$ cat src/design/column_atlas_allocator_macros.svh
// Assertion helpers used by the allocator RTL
`ifndef COLUMN_ATLAS_ALLOCATOR_MACROS_SVH
`define COLUMN_ATLAS_ALLOCATOR_MACROS_SVH

// Same-cycle implication, disabled while reset is low
`define CAA_ASSERT_NOW(lbl, clk, rst_n, pre, post, msg) \
  lbl: assert property (@(posedge clk) disable iff (!(rst_n)) (pre) |-> (post)) \
    else $error(msg);

// Next-cycle implication, disabled while reset is low
`define CAA_ASSERT_NEXT(lbl, clk, rst_n, pre, post, msg) \
  lbl: assert property (@(posedge clk) disable iff (!(rst_n)) (pre) |=> (post)) \
    else $error(msg);

`endif

$ cat src/design/caa_pkg.sv
`timescale 1ns / 1ps
`default_nettype none

package caa_pkg;

  // Default payload widths
  localparam int COUNT_BITS_DEF = 16;
  localparam int COORD_BITS_DEF = 12;

  // Cursor position width (x texel and fill row)
  localparam int POS_BITS = 14;

  // Configuration register widths
  localparam int ATLAS_DIM_W = 13;
  localparam int ITEM_W      = 7;
  localparam int QLOG_W      = 3;
  localparam int QMASK_W     = (1 << QLOG_W) - 1;
  localparam int CFG_DATA_W  = 13;
  localparam int CFG_IDX_W   = 2;

  // Configuration register indexes
  localparam logic [CFG_IDX_W-1:0] CFG_ATLAS_WIDTH  = 2'd0;
  localparam logic [CFG_IDX_W-1:0] CFG_ATLAS_HEIGHT = 2'd1;
  localparam logic [CFG_IDX_W-1:0] CFG_ITEM_WIDTH   = 2'd2;
  localparam logic [CFG_IDX_W-1:0] CFG_QUANTUM_LOG2 = 2'd3;

  // Configuration reset values
  localparam logic [ATLAS_DIM_W-1:0] ATLAS_WIDTH_RST  = 13'd512;
  localparam logic [ATLAS_DIM_W-1:0] ATLAS_HEIGHT_RST = 13'd512;
  localparam logic [ITEM_W-1:0]      ITEM_WIDTH_RST   = 7'd64;
  localparam logic [QLOG_W-1:0]      QUANTUM_LOG2_RST = 3'd3;

endpackage

`default_nettype wire

$ cat src/design/caa_req_if.sv
`timescale 1ns / 1ps
`default_nettype none

interface caa_req_if #(
  parameter int COUNT_BITS = caa_pkg::COUNT_BITS_DEF
);
  logic                  valid;
  logic                  ready;
  logic [COUNT_BITS-1:0] texel_count;

  modport source (output valid, output texel_count, input ready);
  modport sink   (input valid, input texel_count, output ready);
endinterface

`default_nettype wire

$ cat src/design/caa_rsp_if.sv
`timescale 1ns / 1ps
`default_nettype none

interface caa_rsp_if #(
  parameter int COORD_BITS = caa_pkg::COORD_BITS_DEF
);
  logic                  valid;
  logic                  ready;
  logic [COORD_BITS-1:0] column_index;
  logic [COORD_BITS-1:0] row_slot;
  logic                  out_of_space;

  modport source (output valid, output column_index, output row_slot,
                  output out_of_space, input ready);
  modport sink   (input valid, input column_index, input row_slot,
                  input out_of_space, output ready);
endinterface

`default_nettype wire

$ cat src/design/column_atlas_allocator.sv
`timescale 1ns / 1ps
`default_nettype none

// Channel  Dir  Payload                                  Transfers when
// req      in   texel_count                              req.valid & req.ready
// rsp      out  column_index, row_slot, out_of_space     rsp.valid & rsp.ready
// cfg      in   cfg_index_i, cfg_data_i                  cfg_we_i
//
// A request passes through the divide, move and place steps; the bit-serial
// divider produces one quotient bit per cycle.
// Reset clears the column cursors and loads the register defaults.
// A finished response waits in the output register while a new request
// is accepted; a second result stalls in the final step until rsp drains.

module column_atlas_allocator #(
  parameter int COUNT_BITS = caa_pkg::COUNT_BITS_DEF,
  parameter int COORD_BITS = caa_pkg::COORD_BITS_DEF
) (
  input  wire logic                             clk_i,
  input  wire logic                             rst_ni,
  input  wire logic                             cfg_we_i,
  input  wire logic [caa_pkg::CFG_IDX_W-1:0]    cfg_index_i,
  input  wire logic [caa_pkg::CFG_DATA_W-1:0]   cfg_data_i,
  caa_req_if.sink                               req,
  caa_rsp_if.source                             rsp
);

`include "column_atlas_allocator_macros.svh"

  localparam int HW = COUNT_BITS + 1;
  localparam int PW = caa_pkg::POS_BITS;
  localparam int LW = PW + 1;
  localparam int SW = ((HW > LW) ? HW : LW) + 2;
  localparam int IW = caa_pkg::ITEM_W;
  localparam int QW = caa_pkg::QMASK_W;

  localparam logic [1:0] S_IDLE  = 2'd0;
  localparam logic [1:0] S_DIV   = 2'd1;
  localparam logic [1:0] S_MOVE  = 2'd2;
  localparam logic [1:0] S_PLACE = 2'd3;

  // Configuration registers
  logic [caa_pkg::ATLAS_DIM_W-1:0] atlas_width_q;
  logic [caa_pkg::ATLAS_DIM_W-1:0] atlas_height_q;
  logic [IW-1:0]                   item_width_q;
  logic [caa_pkg::QLOG_W-1:0]      qlog_q;

  // Control and cursors
  logic [1:0]            state_q, state_d;
  logic [PW-1:0]         left_q;
  logic [PW-1:0]         fill_q;
  logic [COORD_BITS-1:0] col_q;

  // Candidate placement after a possible column move
  logic [LW-1:0]         cand_left_q, cand_left_d;
  logic [PW-1:0]         cand_fill_q, cand_fill_d;
  logic [COORD_BITS-1:0] cand_col_q, cand_col_d;

  // Output register
  logic                  out_valid_q;
  logic [COORD_BITS-1:0] out_col_q;
  logic [COORD_BITS-1:0] out_row_q;
  logic                  out_oos_q;

  // Divider hookup
  logic          req_fire;
  logic          div_done;
  logic [HW-1:0] quot;
  logic [HW-1:0] dividend;

  // Placement math
  logic [SW-1:0]         fill_h;
  logic                  move;
  logic [SW-1:0]         cand_left_end;
  logic [SW-1:0]         cand_fill_h;
  logic                  fail;
  logic [QW-1:0]         qmask;
  logic [SW-1:0]         step;
  logic [SW-1:0]         fill_sum;
  logic [PW-1:0]         row_full;
  logic                  load;

  assign req_fire  = req.valid && req.ready;
  assign req.ready = (state_q == S_IDLE);
  assign dividend  = HW'(req.texel_count) + HW'(item_width_q) - HW'(1);

  caa_div #(
    .DIVIDEND_W (HW)
  ) u_div (
    .clk_i      (clk_i),
    .rst_ni     (rst_ni),
    .start_i    (req_fire),
    .dividend_i (dividend),
    .divisor_i  (item_width_q),
    .done_o     (div_done),
    .quotient_o (quot)
  );

  // Take register writes
  always_ff @(posedge clk_i or negedge rst_ni) begin
    if (!rst_ni) begin
      atlas_width_q  <= caa_pkg::ATLAS_WIDTH_RST;
      atlas_height_q <= caa_pkg::ATLAS_HEIGHT_RST;
      item_width_q   <= caa_pkg::ITEM_WIDTH_RST;
      qlog_q         <= caa_pkg::QUANTUM_LOG2_RST;
    end else if (cfg_we_i) begin
      case (cfg_index_i)
        caa_pkg::CFG_ATLAS_WIDTH:  atlas_width_q  <= cfg_data_i;
        caa_pkg::CFG_ATLAS_HEIGHT: atlas_height_q <= cfg_data_i;
        caa_pkg::CFG_ITEM_WIDTH:   item_width_q   <= cfg_data_i[IW-1:0];
        caa_pkg::CFG_QUANTUM_LOG2: qlog_q         <= cfg_data_i[caa_pkg::QLOG_W-1:0];
        default: ;
      endcase
    end
  end

  // Decide whether the item spills into the next column
  always_comb begin
    fill_h      = SW'(fill_q) + SW'(quot);
    move        = (fill_h > SW'(atlas_height_q));
    cand_left_d = move ? (LW'(left_q) + LW'(item_width_q)) : LW'(left_q);
    cand_fill_d = move ? '0 : fill_q;
    cand_col_d  = move ? (col_q + COORD_BITS'(1)) : col_q;
  end

  // Check the candidate and compute the new fill level
  always_comb begin
    cand_left_end = SW'(cand_left_q) + SW'(item_width_q);
    cand_fill_h   = SW'(cand_fill_q) + SW'(quot);
    fail          = (item_width_q == '0) ||
                    (cand_left_end > SW'(atlas_width_q)) ||
                    (cand_fill_h > SW'(atlas_height_q));
    qmask         = ~({QW{1'b1}} << qlog_q);
    step          = (SW'(quot) + SW'(qmask)) & ~SW'(qmask);
    fill_sum      = SW'(cand_fill_q) + step;
    row_full      = cand_fill_q >> qlog_q;
    load          = (state_q == S_PLACE) && (!out_valid_q || rsp.ready);
  end

  // Sequence one request
  always_comb begin
    state_d = state_q;
    case (state_q)
      S_IDLE:  if (req_fire) state_d = S_DIV;
      S_DIV:   if (div_done) state_d = S_MOVE;
      S_MOVE:  state_d = S_PLACE;
      S_PLACE: if (load) state_d = S_IDLE;
      default: state_d = S_IDLE;
    endcase
  end

  // Hold state, cursors and the output valid flag
  always_ff @(posedge clk_i or negedge rst_ni) begin
    if (!rst_ni) begin
      state_q     <= S_IDLE;
      left_q      <= '0;
      fill_q      <= '0;
      col_q       <= '0;
      out_valid_q <= 1'b0;
    end else begin
      state_q <= state_d;
      if (load && !fail) begin
        left_q <= cand_left_q[PW-1:0];
        fill_q <= fill_sum[PW-1:0];
        col_q  <= cand_col_q;
      end
      if (load) begin
        out_valid_q <= 1'b1;
      end else if (rsp.ready) begin
        out_valid_q <= 1'b0;
      end
    end
  end

  // Latch candidate and response payload
  always_ff @(posedge clk_i) begin
    if (state_q == S_MOVE) begin
      cand_left_q <= cand_left_d;
      cand_fill_q <= cand_fill_d;
      cand_col_q  <= cand_col_d;
    end
    if (load) begin
      out_col_q <= fail ? '0 : cand_col_q;
      out_row_q <= fail ? '0 : row_full[COORD_BITS-1:0];
      out_oos_q <= fail;
    end
  end

  assign rsp.valid        = out_valid_q;
  assign rsp.column_index = out_col_q;
  assign rsp.row_slot     = out_row_q;
  assign rsp.out_of_space = out_oos_q;

  `CAA_ASSERT_NEXT(a_req_starts_div, clk_i, rst_ni, req_fire, state_q == S_DIV, "request did not start the divider")
  `CAA_ASSERT_NOW(a_done_in_div, clk_i, rst_ni, div_done, state_q == S_DIV, "divider finished outside the divide step")
  `CAA_ASSERT_NEXT(a_cursor_hold, clk_i, rst_ni, !load, $stable(col_q) && $stable(fill_q) && $stable(left_q), "cursor moved without a placement")
  `CAA_ASSERT_NOW(a_oos_zero, clk_i, rst_ni, out_valid_q && out_oos_q, out_col_q == '0 && out_row_q == '0, "failed allocation carries nonzero coordinates")

endmodule

`default_nettype wire

$ cat src/design/caa_div.sv
`timescale 1ns / 1ps
`default_nettype none

// Restoring divider: one quotient bit per cycle, MSB first
module caa_div #(
  parameter int DIVIDEND_W = caa_pkg::COUNT_BITS_DEF + 1
) (
  input  wire logic                          clk_i,
  input  wire logic                          rst_ni,
  input  wire logic                          start_i,
  input  wire logic [DIVIDEND_W-1:0]         dividend_i,
  input  wire logic [caa_pkg::ITEM_W-1:0]    divisor_i,
  output logic                               done_o,
  output logic [DIVIDEND_W-1:0]              quotient_o
);

  localparam int CW = $clog2(DIVIDEND_W + 1);
  localparam int IW = caa_pkg::ITEM_W;

  logic [CW-1:0]         cnt_q;
  logic                  done_q;
  logic [DIVIDEND_W-1:0] shreg_q;
  logic [IW-1:0]         rem_q;
  logic [IW-1:0]         divisor_q;

  logic [IW:0] trial;
  logic [IW:0] diff;
  logic        take;

  // Bring down the next dividend bit and try a subtract
  always_comb begin
    trial = {rem_q, shreg_q[DIVIDEND_W-1]};
    diff  = trial - {1'b0, divisor_q};
    take  = (trial >= {1'b0, divisor_q});
  end

  // Count steps, flag the cycle after the last one
  always_ff @(posedge clk_i or negedge rst_ni) begin
    if (!rst_ni) begin
      cnt_q  <= '0;
      done_q <= 1'b0;
    end else begin
      done_q <= (cnt_q == CW'(1));
      if (start_i) begin
        cnt_q <= CW'(DIVIDEND_W);
      end else if (cnt_q != '0) begin
        cnt_q <= cnt_q - CW'(1);
      end
    end
  end

  // Shift dividend out, quotient in
  always_ff @(posedge clk_i) begin
    if (start_i) begin
      shreg_q   <= dividend_i;
      rem_q     <= '0;
      divisor_q <= divisor_i;
    end else if (cnt_q != '0) begin
      shreg_q <= {shreg_q[DIVIDEND_W-2:0], take};
      rem_q   <= take ? diff[IW-1:0] : trial[IW-1:0];
    end
  end

  assign done_o     = done_q;
  assign quotient_o = shreg_q;

endmodule

`default_nettype wire
$ cat src/flat_wrapper.sv
// flat-port wrapper written by rule: the top's interface ports become plain ports
module column_atlas_allocator_flat 
#(
  parameter int COUNT_BITS = caa_pkg::COUNT_BITS_DEF,
  parameter int COORD_BITS = caa_pkg::COORD_BITS_DEF
)
  (clk_i, rst_ni, cfg_we_i, cfg_index_i, cfg_data_i, req_valid, req_texel_count, req_ready, rsp_valid, rsp_column_index, rsp_row_slot, rsp_out_of_space, rsp_ready);
  caa_req_if #(.COUNT_BITS(COUNT_BITS)) req_i ();
  caa_rsp_if #(.COORD_BITS(COORD_BITS)) rsp_i ();
  input  wire logic clk_i;
  input  wire logic rst_ni;
  input  wire logic cfg_we_i;
  input  wire logic [caa_pkg::CFG_IDX_W-1:0] cfg_index_i;
  input  wire logic [caa_pkg::CFG_DATA_W-1:0] cfg_data_i;
  input wire logic [$bits(req_i.valid)-1:0] req_valid;
  input wire logic [$bits(req_i.texel_count)-1:0] req_texel_count;
  output wire logic [$bits(req_i.ready)-1:0] req_ready;
  output wire logic [$bits(rsp_i.valid)-1:0] rsp_valid;
  output wire logic [$bits(rsp_i.column_index)-1:0] rsp_column_index;
  output wire logic [$bits(rsp_i.row_slot)-1:0] rsp_row_slot;
  output wire logic [$bits(rsp_i.out_of_space)-1:0] rsp_out_of_space;
  input wire logic [$bits(rsp_i.ready)-1:0] rsp_ready;
  assign req_i.valid = req_valid;
  assign req_i.texel_count = req_texel_count;
  assign req_ready = req_i.ready;
  assign rsp_valid = rsp_i.valid;
  assign rsp_column_index = rsp_i.column_index;
  assign rsp_row_slot = rsp_i.row_slot;
  assign rsp_out_of_space = rsp_i.out_of_space;
  assign rsp_i.ready = rsp_ready;
  column_atlas_allocator #(.COUNT_BITS(COUNT_BITS), .COORD_BITS(COORD_BITS)) u_core (.clk_i(clk_i), .rst_ni(rst_ni), .cfg_we_i(cfg_we_i), .cfg_index_i(cfg_index_i), .cfg_data_i(cfg_data_i), .req(req_i), .rsp(rsp_i));
endmodule
$ cat config.mk
export PLATFORM = sky130hd
export DESIGN_NAME = column_atlas_allocator_flat
export DESIGN_NICKNAME = d
export VERILOG_FILES = /design/src/design/caa_pkg.sv /design/src/design/caa_req_if.sv /design/src/design/caa_rsp_if.sv /design/src/design/column_atlas_allocator.sv /design/src/design/caa_div.sv /design/src/flat_wrapper.sv
export VERILOG_INCLUDE_DIRS = /design/src /design/src/design
export SDC_FILE = /design/constraint.sdc
export NUM_CORES = 1
export LEC_CHECK = 0
export BUFFER_PORTS_ARGS = -buffer_cell sky130_fd_sc_hd__buf_4
export CAP_MARGIN = 20
export CORE_MARGIN = 2
export CORE_UTILIZATION = 40
export CTS_CLUSTER_DIAMETER = 150
export DETAILED_ROUTE_END_ITERATION = 10
export PLACE_DENSITY = 0.58
export SETUP_SLACK_MARGIN = 0.02
export SKIP_CTS_REPAIR_TIMING = 1
export SYNTH_ARGS = -nofsm -noshare
export SYNTH_HDL_FRONTEND = slang
export SYNTH_HIERARCHICAL = 1
export SYNTH_SLANG_ARGS = --single-unit
$ cat constraint.sdc
create_clock -name clk_i -period 4.9 [get_ports clk_i]
set_input_delay 0.49 -clock clk_i [delete_from_list [all_inputs] [get_ports clk_i]]
set_output_delay 0.49 -clock clk_i [all_outputs]
set_load 0.03 [all_outputs]
Word-level counts from Yosys, hierarchy flattened

Cells that the tools add are included.

Word-level logic and storage cells: 83
Flip-flop bits (word level): 182
Output and inout port bits: 27
Bits of input ports: 36

Equal/unequal tests: 10
Mux-type cells: 13
Reduce and logical (&&, ||, !) cells: 19
Shift operators: 2
Bitwise operators: 3
Add/sub/neg operators: 11
Magnitude comparators: 4

Operators by type and width:

| cell                    | count |
|---|---|
| $gt A19 B13 Y1          | 3 |
| $add A14 B17 Y18        | 2 |
| $mux W17                | 2 |
| $add A16 B7 Y17         | 1 |
| $sub A17 B1 Y17 const B | 1 |
| $add A15 B7 Y16         | 1 |
| $add A14 B7 Y15         | 1 |
| $add A14 B14 Y14        | 1 |
| $add A14 B7 Y14         | 1 |
| $and A14 B14 Y14        | 1 |
| $mux W14                | 1 |
| $not A7 Y14             | 1 |
| $shr A14 B3 Y12         | 1 |
| $add A12 B1 Y12 const B | 1 |
| $mux W12                | 1 |
| $mux W5                 | 2 |
| $eq A2 B2 Y1 const B    | 4 |
| $ge A8 B7 Y1            | 1 |
| $pmux W2 S4             | 1 |
| $reduce_and A2 Y1       | 4 |
| $logic_not A7 Y1        | 1 |
| $mux W7                 | 1 |
| $not A7 Y7              | 1 |
| $shl A7 B3 Y7 const A   | 1 |
| 15 further kinds        | 27 |

Longest topological paths before layout

Gate-level depths: netlist of the first run.

Word-level depth: 6
Mapped depth: 23
Mapped depth without buffers: 21

Modules after synthesis

The synthesis of the first run kept the hierarchy.

By module, submodules not included:

| module                 | instances | cells an instance | area each (um^2) | sequential area each (um^2) |
|---|---|---|---|---|
| column_atlas_allocator | 1         | 1102              | 11034.3          | 3965.1 |
| caa_div                | 1         | 170               | 1956.9           | 1011.0 |

Worst setup path before layout of the first run

No wires, ideal clock.

Path type: reg-to-reg
From: register u_core.item_width_q[0]
To: register u_core.col_q[0]
Buffers on the path: 2
Arrival time: 4.494 ns
Setup slack: 0.281 ns
Stages on the path, launching flop included: 23
Period minus slack after synthesis: 4.619 ns
Library setup time: 0.125 ns
Required time: 4.775 ns
Cell sequence: dfrtp_1 -> ha_1 -> fa_1 -> a211oi_1 -> nor2_1 -> o21a_1 -> nor2_1 -> nor2b_1 -> nor2_1 -> nor3b_1 -> xor2_1 -> ha_1 -> a21oi_1 -> nand2_1 -> a211o_1 -> o31a_1 -> nor4_2 -> nand3_1 -> a2111o_1 -> buf_6 -> nor2b_4 -> buf_12 -> mux2_4

Cells in the longest elaborated chain, start to end: 6
Elaborated cells between the ends (all ways): 7
Those cells by class: add/sub: 1; order compare: 1; reduce/logical: 5

RTL lines:

| what                   | RTL line                      | RTL |
|---|---|---|
| start, declared        | column_atlas_allocator.sv:45  | `logic [IW-1:0] item_width_q;` |
| start signal, assigned | column_atlas_allocator.sv:104 | `item_width_q <= caa_pkg::ITEM_WIDTH_RST;` |
| start signal, assigned | column_atlas_allocator.sv:110 | `caa_pkg::CFG_ITEM_WIDTH: item_width_q <= cfg_data_i[IW-1:0];` |
| $add A15 B7 Y16        | column_atlas_allocator.sv:128 | `cand_left_end = SW'(cand_left_q) + SW'(item_width_q);` |
| $gt A19 B13 Y1         | column_atlas_allocator.sv:131 | `(cand_left_end > SW'(atlas_width_q)) \|\|` |
| $logic_or A1 B1 Y1 *   | column_atlas_allocator.sv:130 | `fail = (item_width_q == '0) \|\|` |
| $logic_or A1 B1 Y1 *   | column_atlas_allocator.sv:131 |  |
| $logic_not A1 Y1 *     | column_atlas_allocator.sv:162 | `if (load && !fail) begin` |
| $logic_and A1 B1 Y1 *  | column_atlas_allocator.sv:162 |  |
| end signal, assigned   | column_atlas_allocator.sv:165 | `col_q <= cand_col_q;` |
| end, declared          | column_atlas_allocator.sv:52  | `logic [COORD_BITS-1:0] col_q;` |

Mark *: on every way between the ends. The rest lies on a longest branch, timed or not.
A chain may end at the register's enable or synchronous reset.

Worst setup path after layout of the first run

From: register u_core.cand_left_q[0]
To: register u_core.fill_q[5]

Cells in the longest elaborated chain, start to end: 6

RTL lines:

| what                   | RTL line                      | RTL |
|---|---|---|
| start, declared        | column_atlas_allocator.sv:55  | `logic [LW-1:0] cand_left_q, cand_left_d;` |
| start signal, assigned | column_atlas_allocator.sv:178 | `cand_left_q <= cand_left_d;` |
| $add A15 B7 Y16        | column_atlas_allocator.sv:128 |  |
| $gt A19 B13 Y1         | column_atlas_allocator.sv:131 |  |
| $logic_or A1 B1 Y1     | column_atlas_allocator.sv:130 |  |
| $logic_or A1 B1 Y1     | column_atlas_allocator.sv:131 |  |
| $logic_not A1 Y1       | column_atlas_allocator.sv:162 |  |
| $logic_and A1 B1 Y1    | column_atlas_allocator.sv:162 |  |
| end signal, assigned   | column_atlas_allocator.sv:164 | `fill_q <= fill_sum[PW-1:0];` |
| end, declared          | column_atlas_allocator.sv:51  | `logic [PW-1:0] fill_q;` |

Every way passes these cells.

==> impl_metrics.ini, run 1 <==
[run_status]
status = finished, final reports clean

[grt]
grt_pass1_vias = 9530
grt_pass1_wl_microns = 49800
grt_max_degree = 48
grtUsageMet1_pct = 25.0
overflow = 0
grt_antenna_before_repair = 0
use_met2_pct = 32.6
use_met3_pct = 2.51
grt_usage_pct = 18.9
top_usage_layer = met2

[floorplanning]
rows = 65
start_util_pct = 40.9
dieArea_sq_mm = 0.0339
die_height_microns = 184
core-area_sq_mm = 0.0318
die_w_microns = 184
num_io_pins = 63

[synth]
synth_edf_count = 90
synth_area_sq_mm = 0.0130
ys_seq_area_share_pct = 38.3
synth_seq_cells = 182
synthArstFlopShare_pct = 46.7
synth-main-ff-cell = edfxtp_1
synth_cell_types = 76
synthCells = 1272
avgSynthCellArea_sq_um = 10.2
syn_nets = 1452
ys_warn_count = 6

[detailed_routing]
totalWireLength_microns = 31300
drt_iter0_drc = 552
first_pass_iters = 5
routed-via-count = 9528
ant_nets = 0
drc = 0
wire_per_inst_microns = 17.4
viasPerCell = 5.28

[setup_path]
path_max_fanout = 6
max_stage_delay_ps = 440
critPathLaunchType = register
r2r-end = u_core/fill_q[5]$_DFFE_PN0P_
crit_type = reg -> reg
rrSetupSlack_ps = 150
cp_data_arrival_time_ps = 5070
crit_path_top_delay_cell = edfxtp_1
reg2reg_from = u_core/cand_left_q[0]$_DFFE_PP_
required_ps = 5220
ff2ff_path_depth = 22
cpMostUsedCell = nor2_2
crit_chain = ha_4 > fa_2 > a211oi_2 > nor2_2 > o21a_1 > nor2_2 > nor2b_1 > nor2_1 > nor3b_1 > xor2_1 > ha_1 > a21oi_2 > nand2_1 > a211o_1 > o31a_1 > nor4_2 > nand3_1 > a2111o_1 > nor2b_4 > buf_6 > clkbuf_16 > mux2_4
worstSetupEndpointType = register

[finish]
final_layout_size_suffix_gt1_share_pct = 18.2
utilization_pct = 46.7
design_area_sq_mm = 0.0148
area_delta_synth_final_pct = 14.2
final_cells = 1805
antenna_cells = 0
fill_cells = 2952
final_nets = 1537

[placement]
place_hpwl_microns = 23300
place_area_sq_mm = 0.0140
globalplace.congestion = 0.853
io_buffers = 62
dpl.cell_count = 1762

[timing]
slew_headroom_pct = 45.6
setup_viol = 0
maxSlewViolCount = 0
period_minus_slack_ps = 4750
hold_viol = 0
period_share_pct = 97.0
timing.hold.ws_ps = 98.3
tightest_slew_ps = 816
rsz0062_at_grt = yes
fin_skew_ps = 17.1
clock.fmax_mhz = 210

[clock_network]
cts-root-buf = clkbuf_16
clkSlewWorstSetupHoldPaths_ps = 80
clkSinkCount = 182
htree_levels = 4
insertion_delay_ps = 450
cts_buffers = 17
clockBufferDepth = 2
cts_tree = yes

[pwr]
switching_share_pct = 43.5
p_leak_nw = 6.65
combPwrFrac_pct = 56.6
clkPwrFrac_pct = 15.5
p_int_mw = 5.40
powerDensity_mw_per_mm2 = 644
p_seq_share_pct = 27.9
p_sw_mw = 4.15
max-vdd-ir-drop_mv = 0.280

[job]
max_cap_violations = 0

[hold_path]
min-delay-path-class = in -> async
==> per-layer routing <==
layer,vias up,part of all wire (%),routed length (microns)
met5,-,0,0
met4,0,1.7,539
met3,35,2.8,877
met2,144,48,15200
met1,4628,47,14700
li1,4721,-,-
==> how the worst max path moves through the flow <==
stage	from	to	slack (ps)
after CTS	u_core/cand_left_q[0]$_DFFE_PP_	u_core/left_q[13]$_DFFE_PN0P_	20
after floorplan	u_core/item_width_q[0]$_DFFE_PN0P_	u_core/col_q[0]$_DFFE_PN0P_	280
after detailed placement	u_core/cand_left_q[0]$_DFFE_PP_	u_core/col_q[0]$_DFFE_PN0P_	50
after global placement	u_core/cand_left_q[0]$_DFFE_PP_	u_core/left_q[8]$_DFFE_PN0P_	120
final	u_core/cand_left_q[0]$_DFFE_PP_	u_core/fill_q[5]$_DFFE_PN0P_	150
after global routing	u_core/cand_left_q[0]$_DFFE_PP_	u_core/fill_q[5]$_DFFE_PN0P_	-70
==> power groups by stage <==
stage / combinational, mW / clock [mW] / sequential, mW
6_report: 5.41 / 1.48 / 2.67
5_1_grt: 6.05 / 1.58 / 2.73
4_1_cts: 5.33 / 1.52 / 2.67
3_5_place_dp: 5.29 / 0 / 2.69
3_3_place_gp: 5.20 / 0 / 2.69
2_1_floorplan: 4.01 / 0 / 2.63
==> cells in the final DEF (no fill, tap or decap), types with 6 or more instances in the layout <==
cell       synthesis  final
ha_1             136    134
inv_1            123    123
nor2_1           104    102
edfxtp_1          90     90
buf_4              1     85
dfrtp_1           80     80
a21oi_1           78     77
nand2_1           65     65
xnor2_1           55     55
o21ai_0           50     50
mux2_2            45     45
mux2_4            39     39
nand3_1           37     37
nor3_1            34     34
xor2_1            34     34
and2_1            23     23
a21o_1            22     22
clkbuf_16          0     20
nand4_1           20     20
mux2i_1           17     17
nand2b_1          15     15
nor2b_1           14     14
a211oi_1          14     12
a31oi_1           10     10
and3_1             9      9
or3_1              7      7
dfxtp_1            7      7
or2_2              6      6
a211o_1            6      6
o21bai_1           6      6
nand3b_1           6      6
fa_1               8      6
==> registers in the layout, indices dropped and copies added, names as in the netlist, 2 cells and up <==
| signal | cells |
|---|---|
| u_core/u_div/quotient_o | 17 |
| u_core/state_q | 2 |
| u_core/cand_left_q | 15 |
| u_core/item_width_q | 7 |
| u_core/u_div/cnt_q | 5 |
| u_core/rsp.column_index | 12 |
| u_core/fill_q | 14 |
| u_core/cand_col_q | 12 |
| u_core/u_div/divisor_q | 7 |
| u_core/cand_fill_q | 14 |
| u_core/u_div/rem_q | 7 |
| u_core/qlog_q | 3 |
| u_core/rsp.row_slot | 12 |
| u_core/left_q | 14 |
| u_core/atlas_height_q | 13 |
| u_core/col_q | 12 |
| u_core/atlas_width_q | 13 |
==> logic make-up after synthesis <==
group           Yosys count  synth area share, %
fa+ha+maj               144                 14.3
buf+inv                 152                 5.11
mux                     106                 10.6
xor+xnor                 89                 6.00
compound gates          233                 11.6
simple gates            366                 14.1
flops                   182                 38.3
==> metrics by stage <==
| step | total power [mW] | setup slack [ps] | setup TNS, ps |
|---|---|---|---|
| 2_1_floorplan | 6.64 | 281 | 0 |
| 3_3_place_gp | 7.89 | 115 | 0 |
| 3_5_place_dp | 7.99 | 53.4 | 0 |
| 4_1_cts | 9.51 | 15.4 | 0 |
| 5_1_grt | 10.4 | -70.8 | -1890 |
| 6_report | 9.55 | 148 | 0 |
==> cell type report <==
class	instances	area (sq um)	share of cell area, %
tap	435	544	3.67
clock inverter	13	179	1.21
clock buffer	19	443	2.99
inverter	124	465	3.14
timing repair buffer	94	820	5.52
sequential	182	4980	33.5
multi-input combinational	938	7410	49.9
==> cell usage after synthesis, drive strengths merged, types with 7 or more instances <==
| cell type | count | share of area [%] |
|---|---|---|
| clkbuf | 14 | 0.40 |
| dfrtp | 80 | 15 |
| mux2i | 17 | 1.3 |
| mux2 | 84 | 8.4 |
| nor2b | 15 | 0.78 |
| a21o | 22 | 1.3 |
| nor3 | 35 | 1.4 |
| nand4 | 20 | 0.96 |
| a211oi | 14 | 0.81 |
| a31oi | 10 | 0.48 |
| xor2 | 34 | 2.3 |
| ha | 136 | 13 |
| buf | 14 | 1.1 |
| dfxtp | 7 | 1.1 |
| edfxtp | 90 | 21 |
| nand2b | 16 | 0.79 |
| and2 | 23 | 1.1 |
| fa | 8 | 1.2 |
| o21ai | 50 | 1.9 |
| xnor2 | 55 | 3.7 |
| and3 | 9 | 0.43 |
| inv | 123 | 3.6 |
| nand2 | 65 | 1.9 |
| nor2 | 107 | 3.1 |
| a21oi | 79 | 3.1 |
| nand3 | 37 | 1.4 |
| or3 | 7 | 0.34 |
==> critical path, delay by kind of cell (launching register included) <==
kind                     cells  cell delay (ps)
adder cells (fa/ha/maj)      3              890
multiplexers                 1              300
AO/OA/AOI/OAI                6             1480
AND/OR/NAND/NOR              9             1010
flip-flops                   1              440
XOR/XNOR                     1              140
buffers and inverters        2              360
(Power assumes the default switching activity.)
==> run 2: changes to the inputs <==
--- a/config.mk
+++ b/config.mk
@@ -12,7 +12,7 @@
 export CORE_UTILIZATION = 40
 export CTS_CLUSTER_DIAMETER = 150
 export DETAILED_ROUTE_END_ITERATION = 10
-export PLACE_DENSITY = 0.58
+export PLACE_DENSITY = 0.56
 export SETUP_SLACK_MARGIN = 0.02
 export SKIP_CTS_REPAIR_TIMING = 1
 export SYNTH_ARGS = -nofsm -noshare
==> constraint.sdc (replaced) <==
create_clock -name clk_i -period 4.65 [get_ports clk_i]
set_input_delay 0.465 -clock clk_i [delete_from_list [all_inputs] [get_ports clk_i]]
set_output_delay 0.465 -clock clk_i [all_outputs]
set_load 0.03 [all_outputs]
==> impl_metrics.ini, run 2 (synthesized netlist as in run 1, its figures left out) <==
[pwr]
p_seq_share_pct = 27.2
powerDensity_mw_per_mm2 = 678
combPwrFrac_pct = 57.8
p_sw_mw = 4.46
switching_share_pct = 43.5
clkPwrFrac_pct = 15.0
p_leak_nw = 6.79
p_int_mw = 5.79
max-vdd-ir-drop_mv = 0.379
power.total_mw = 10.3

[detailed_routing]
first_pass_iters = 5
totalWireLength_microns = 31600
wire_per_inst_microns = 17.3
drc = 0
drt_iter0_drc = 521
routed-via-count = 9516
viasPerCell = 5.21
ant_nets = 0

[floorplanning]
die_height_microns = 184
start_util_pct = 40.9
die_w_microns = 184
dieArea_sq_mm = 0.0339
num_io_pins = 63
core-area_sq_mm = 0.0318
rows = 65

[finish]
utilization_pct = 47.6
final_common_cell = ha_1
final_cell_mix = ha_1 (133), inv_1 (123), buf_4 (100)
largest_reg_flops = 17
area_delta_synth_final_pct = 16.5
fill_cells = 3002
final_cells = 1825
final_nets = 1557
antenna_cells = 0
final_layout_size_suffix_gt1_share_pct = 20.6

[grt]
grtUsageMet1_pct = 26.1
grt_antenna_before_repair = 0
grt_usage_pct = 18.9
grt_max_degree = 46
overflow = 0
top_usage_layer = met2
grt_pass1_vias = 9263
grt_pass1_wl_microns = 49700
use_met2_pct = 30.8
use_met3_pct = 2.49

[timing]
slew_headroom_pct = 45.4
period_share_pct = 103
clock.fmax_mhz = 208
rsz0062_at_grt = yes
hold_viol = 0
timing.hold.ws_ps = 40.6
maxSlewViolCount = 0
setup_slack_ps = -154
setup_viol = 35
fin_skew_ps = 19.0
period_minus_slack_ps = 4800
tightest_slew_ps = 819

[placement]
io_buffers = 62
globalplace.congestion = 0.876
place_hpwl_microns = 23300
dpl.cell_count = 1778

[setup_path]
ff2ff_path_depth = 22
crit_type = reg -> reg
critPathLaunchType = register
r2r-end = u_core/col_q[8]$_DFFE_PN0P_
path_max_fanout = 6
crit_start = u_core/cand_left_q[0]$_DFFE_PP_
required_ps = 4980
worstSetupEndpointType = register
reg2reg_from = u_core/cand_left_q[0]$_DFFE_PP_
endpoint = u_core/col_q[8]$_DFFE_PN0P_
rrSetupSlack_ps = -150
cp_data_arrival_time_ps = 5130

[clock_network]
htree_levels = 4
insertion_delay_ps = 440
clockBufferDepth = 2
cts_buffers = 17
cts-root-buf = clkbuf_16
clkSlewWorstSetupHoldPaths_ps = 90
clkSinkCount = 182
cts_tree = yes

[run_status]
status = complete, but fails checks
failed_checks = negative setup slack

[job]
max_cap_violations = 0

[hold_path]
min-delay-path-class = in -> async
==> run 2: how the worst min path moves through the flow <==
| stage | to | slack [ps] | cells after the start |
|---|---|---|---|
| 5_1_grt | u_core/fill_q[8]$_DFFE_PN0P_ | 80 | 1 |
| 6_report | u_core/fill_q[8]$_DFFE_PN0P_ | 40 | 1 |
| 4_1_cts | u_core/fill_q[7]$_DFFE_PN0P_ | 70 | 1 |
| 2_1_floorplan | u_core/atlas_height_q[0]$_DFFE_PN0P_ | 170 | 0 |
| 3_3_place_gp | u_core/u_div/cnt_q[4]$_DFFE_PN0P_ | 470 | 1 |
| 3_5_place_dp | u_core/u_div/cnt_q[4]$_DFFE_PN0P_ | 480 | 1 |
==> run 2: stage by stage <==
stage | cell area [sq um] | TNS (ps) | setup WS (ps)
detailed placement | 14100 | -2080 | -74.2
floorplan | 13000 | 0 | 31.0
global route | 15100 | -15570 | -414
finish | 15100 | -4010 | -154
global placement | 14100 | -709 | -35.3
CTS | 14800 | -3310 | -112
==> run 2: metal layers <==
metal,vias to the layer above,part of all wire [%]
li1,4774,-
met1,4579,49
met2,136,47
met3,27,2.2
met4,0,2.1
met5,-,0
==> run 2: final cells by class <==
class                      instances  area [sq um]  area share, %
timing repair buffer             114          1030           6.81
clock buffer                      18           429           2.84
clock inverter                    14           188           1.24
sequential                       182          4980           32.9
tap                              435           544           3.60
multi-input combinational        938          7500           49.5
inverter                         124           465           3.08
==> run 2: worst max-delay path: stages, from the launching register on <==
cell	delay, ps
edfxtp_1	410
ha_2	220
fa_2	370
a211oi_2	180
nor2_1	90
o21a_1	180
nor2_2	130
nor2b_1	70
nor2_2	140
nor3b_2	70
xor2_1	150
ha_1	340
a21oi_2	130
nand2_1	60
a211o_1	280
o31a_1	250
nor4_2	250
nand3_1	100
a2111o_1	420
nor2b_4	200
buf_6	170
clkbuf_16	170
mux2_4	300
==> run 2: power by group through the flow <==
stage / sequential, mW / clock [mW] / combinational (mW)
finish: 2.79 / 1.54 / 5.93
global route: 2.86 / 1.64 / 6.63
global placement: 2.82 / 0 / 5.63
CTS: 2.80 / 1.57 / 5.75
floorplan: 2.77 / 0 / 4.22
detailed placement: 2.82 / 0 / 5.70
==> run 3: changes to the inputs <==
--- a/config.mk
+++ b/config.mk
@@ -6,8 +6,8 @@
 export SDC_FILE = /design/constraint.sdc
 export NUM_CORES = 1
 export LEC_CHECK = 0
+export ABC_AREA = 1
 export BUFFER_PORTS_ARGS = -buffer_cell sky130_fd_sc_hd__buf_4
-export CAP_MARGIN = 20
 export CORE_MARGIN = 2
 export CORE_UTILIZATION = 40
 export CTS_CLUSTER_DIAMETER = 150
==> impl_metrics.ini, run 3 <==
[grt]
grt_pass1_vias = 11200
overflow = 0
grt_pass1_wl_microns = 61000
grt_usage_pct = 21.7
grt_max_degree = 67
grt_antenna_before_repair = 0

[setup_path]
worstSetupEndpointType = register
required_ps = 4990
path_max_fanout = 16
critPathLaunchType = register
ff2ff_path_depth = 24
cp_data_arrival_time_ps = 4440
rrSetupSlack_ps = 550
r2r-end = u_core/fill_q[13]$_DFFE_PN0P_
crit_type = reg -> reg
reg2reg_from = u_core/qlog_q[1]$_DFFE_PN1P_

[timing]
timing.hold.ws_ps = 112
hold_viol = 0
setup_viol = 0
tightest_slew_ps = 869
slew_headroom_pct = 42.1
period_share_pct = 88.2
setup_slack_ps = 550
clock.fmax_mhz = 244
period_minus_slack_ps = 4100
fin_skew_ps = 20.0
rsz0062_at_grt = no
maxSlewViolCount = 0
setup_tns_ps = 0

[detailed_routing]
ant_nets = 0
wire_per_inst_microns = 16.0
viasPerCell = 4.92
drc = 0
first_pass_iters = 5
routed-via-count = 11600
met2WireLength_microns = 18400
totalWireLength_microns = 37900
drt_iter0_drc = 728
highest_layer = met4
met1Wirelength_microns = 17600
wl_met3_microns = 1030

[floorplanning]
core-area_sq_mm = 0.0345
rows = 68
dieArea_sq_mm = 0.0364
die_w_microns = 191
num_io_pins = 63
start_util_pct = 40.5
die_height_microns = 191

[clock_network]
htree_levels = 4
cts_buffers = 17
cts-root-buf = clkbuf_16
cts_tree = yes
insertion_delay_ps = 460
clkSlewWorstSetupHoldPaths_ps = 80
clockBufferDepth = 2
clkSinkCount = 182

[pwr]
powerDensity_mw_per_mm2 = 811
p_sw_mw = 6.45
switching_share_pct = 51.2
p_seq_share_pct = 24.5
clkPwrFrac_pct = 11.8
max-vdd-ir-drop_mv = 0.438
combPwrFrac_pct = 63.6
p_leak_nw = 7.97
p_int_mw = 6.16

[finish]
final_nets = 2072
final_cell_mix = nand2_1 (516), inv_1 (309), ha_1 (135)
final_common_cell = nand2_1
area_delta_synth_final_pct = 11.3
fill_cells = 3516
antenna_cells = 0
largest_reg_flops = 17
final_layout_size_suffix_gt1_share_pct = 9.19

[synth]
ys_seq_area_share_pct = 35.6
synth_edf_count = 90
synth_simple_gate_area_share_pct = 25.1
ys_top_cells_by_area = edfxtp_1 (19%), dfrtp_1 (14%), nand2_1 (14%)
yosysMostFrequentCell = nand2_1
ys_warn_count = 6
synth_top_family_by_area = simple AND/OR/NAND/NOR gates
synthCells = 1828
synth_compound_area_share_pct = 9.93
muxShareOfSynthArea_pct = 0.143
syn_nets = 2008
synth_area_sq_mm = 0.0140
synth_cell_types = 61
synthArstFlopShare_pct = 46.7
netlist.top_cell.by_area = edfxtp_1
synth_xor_area_share_pct = 5.76
synth_common_cells = nand2_1 (516), inv_1 (309), ha_1 (136), nand3_1 (107), o21ai_0 (107)
avgSynthCellArea_sq_um = 7.64
synth_seq_cells = 182
synth-main-ff-cell = edfxtp_1
synth_fa_ha_area_share_pct = 13.3
synthDominantCellAreaShare_pct = 19.4

[placement]
pre_cts_ws_ps = 442
io_buffers = 62
place_hpwl_microns = 29200
globalplace.congestion = 0.904

[hold_path]
min-delay-path-class = in -> async

[run_status]
status = finished, final reports clean

[job]
max_cap_violations = 0
==> run 3: per-layer routing <==
layer,track usage (%),vias up
li1,-,5996
met1,29.2,5407
met2,36.8,184
met3,2.41,35
met4,6.35,0
met5,0,-
==> run 3: logic make-up after synthesis <==
logic type / Yosys count
compound gates: 252
xor+xnor: 91
fa+ha+maj: 144
buf+inv: 357
flops: 182
mux: 2
simple gates: 800
==> run 3: layout make-up <==
class	count	area (sq um)	share of cell area (%)
Clock buffer	22	475	3.06
Clock inverter	10	108	0.693
Inverter	322	1210	7.81
Multi-Input combinational cell	1289	7590	48.9
Sequential cell	182	4980	32.0
Tap cell	455	569	3.66
Timing Repair Buffer	80	601	3.87
==> run 3: power groups by stage <==
stage               combinational, mW  clock (mW)  sequential (mW)
global route                     9.17        1.59             3.16
finish                           8.02        1.49             3.09
CTS                              8.02        1.53             3.09
global placement                 7.90           0             3.12
floorplan                        5.94           0             2.96
detailed placement               7.95           0             3.12
==> run 3: stage by stage <==
step / power (mW) / utilization [%] / instance area, sq um / std cells
6_report: 12.6 / 45.1 / 15500 / 2360
3_5_place_dp: 11.1 / 43.4 / 15000 / 2328
5_1_grt: 13.9 / 45.1 / 15500 / 2360
2_1_floorplan: 8.90 / - / 14000 / 1828
3_3_place_gp: 11.0 / 43.4 / 15000 / 2328
4_1_cts: 12.6 / 45.1 / 15500 / 2360
==> run 3: critical path, stage by stage (launching register included) <==
cell	delay, ps
dfstp_2	690
nor2_1	180
nand2_1	140
nand2_1	100
fa_1	410
inv_1	70
nand3_1	60
nand2_1	90
nand2_1	70
nand2_1	70
a21oi_1	70
nor2_1	130
o21ai_0	120
nor2_1	190
inv_1	60
nand2_1	60
inv_1	40
ha_1	320
a21oi_1	150
a21boi_0	420
o21ai_0	180
xnor2_1	160
nand3_1	90
nand2_1	80
inv_1	40
==> run 3: how the worst max path moves through the flow <==
stage                                  from                             to  slack [ps]
3_3_place_gp   u_core/qlog_q[2]$_DFFE_PN0P_  u_core/fill_q[13]$_DFFE_PN0P_         480
6_report       u_core/qlog_q[1]$_DFFE_PN1P_  u_core/fill_q[13]$_DFFE_PN0P_         550
2_1_floorplan  u_core/qlog_q[0]$_DFFE_PN1P_  u_core/fill_q[11]$_DFFE_PN0P_        1070
5_1_grt        u_core/qlog_q[2]$_DFFE_PN0P_  u_core/fill_q[13]$_DFFE_PN0P_         100
4_1_cts        u_core/qlog_q[2]$_DFFE_PN0P_  u_core/fill_q[11]$_DFFE_PN0P_         430
3_5_place_dp   u_core/qlog_q[2]$_DFFE_PN0P_  u_core/fill_q[11]$_DFFE_PN0P_         440
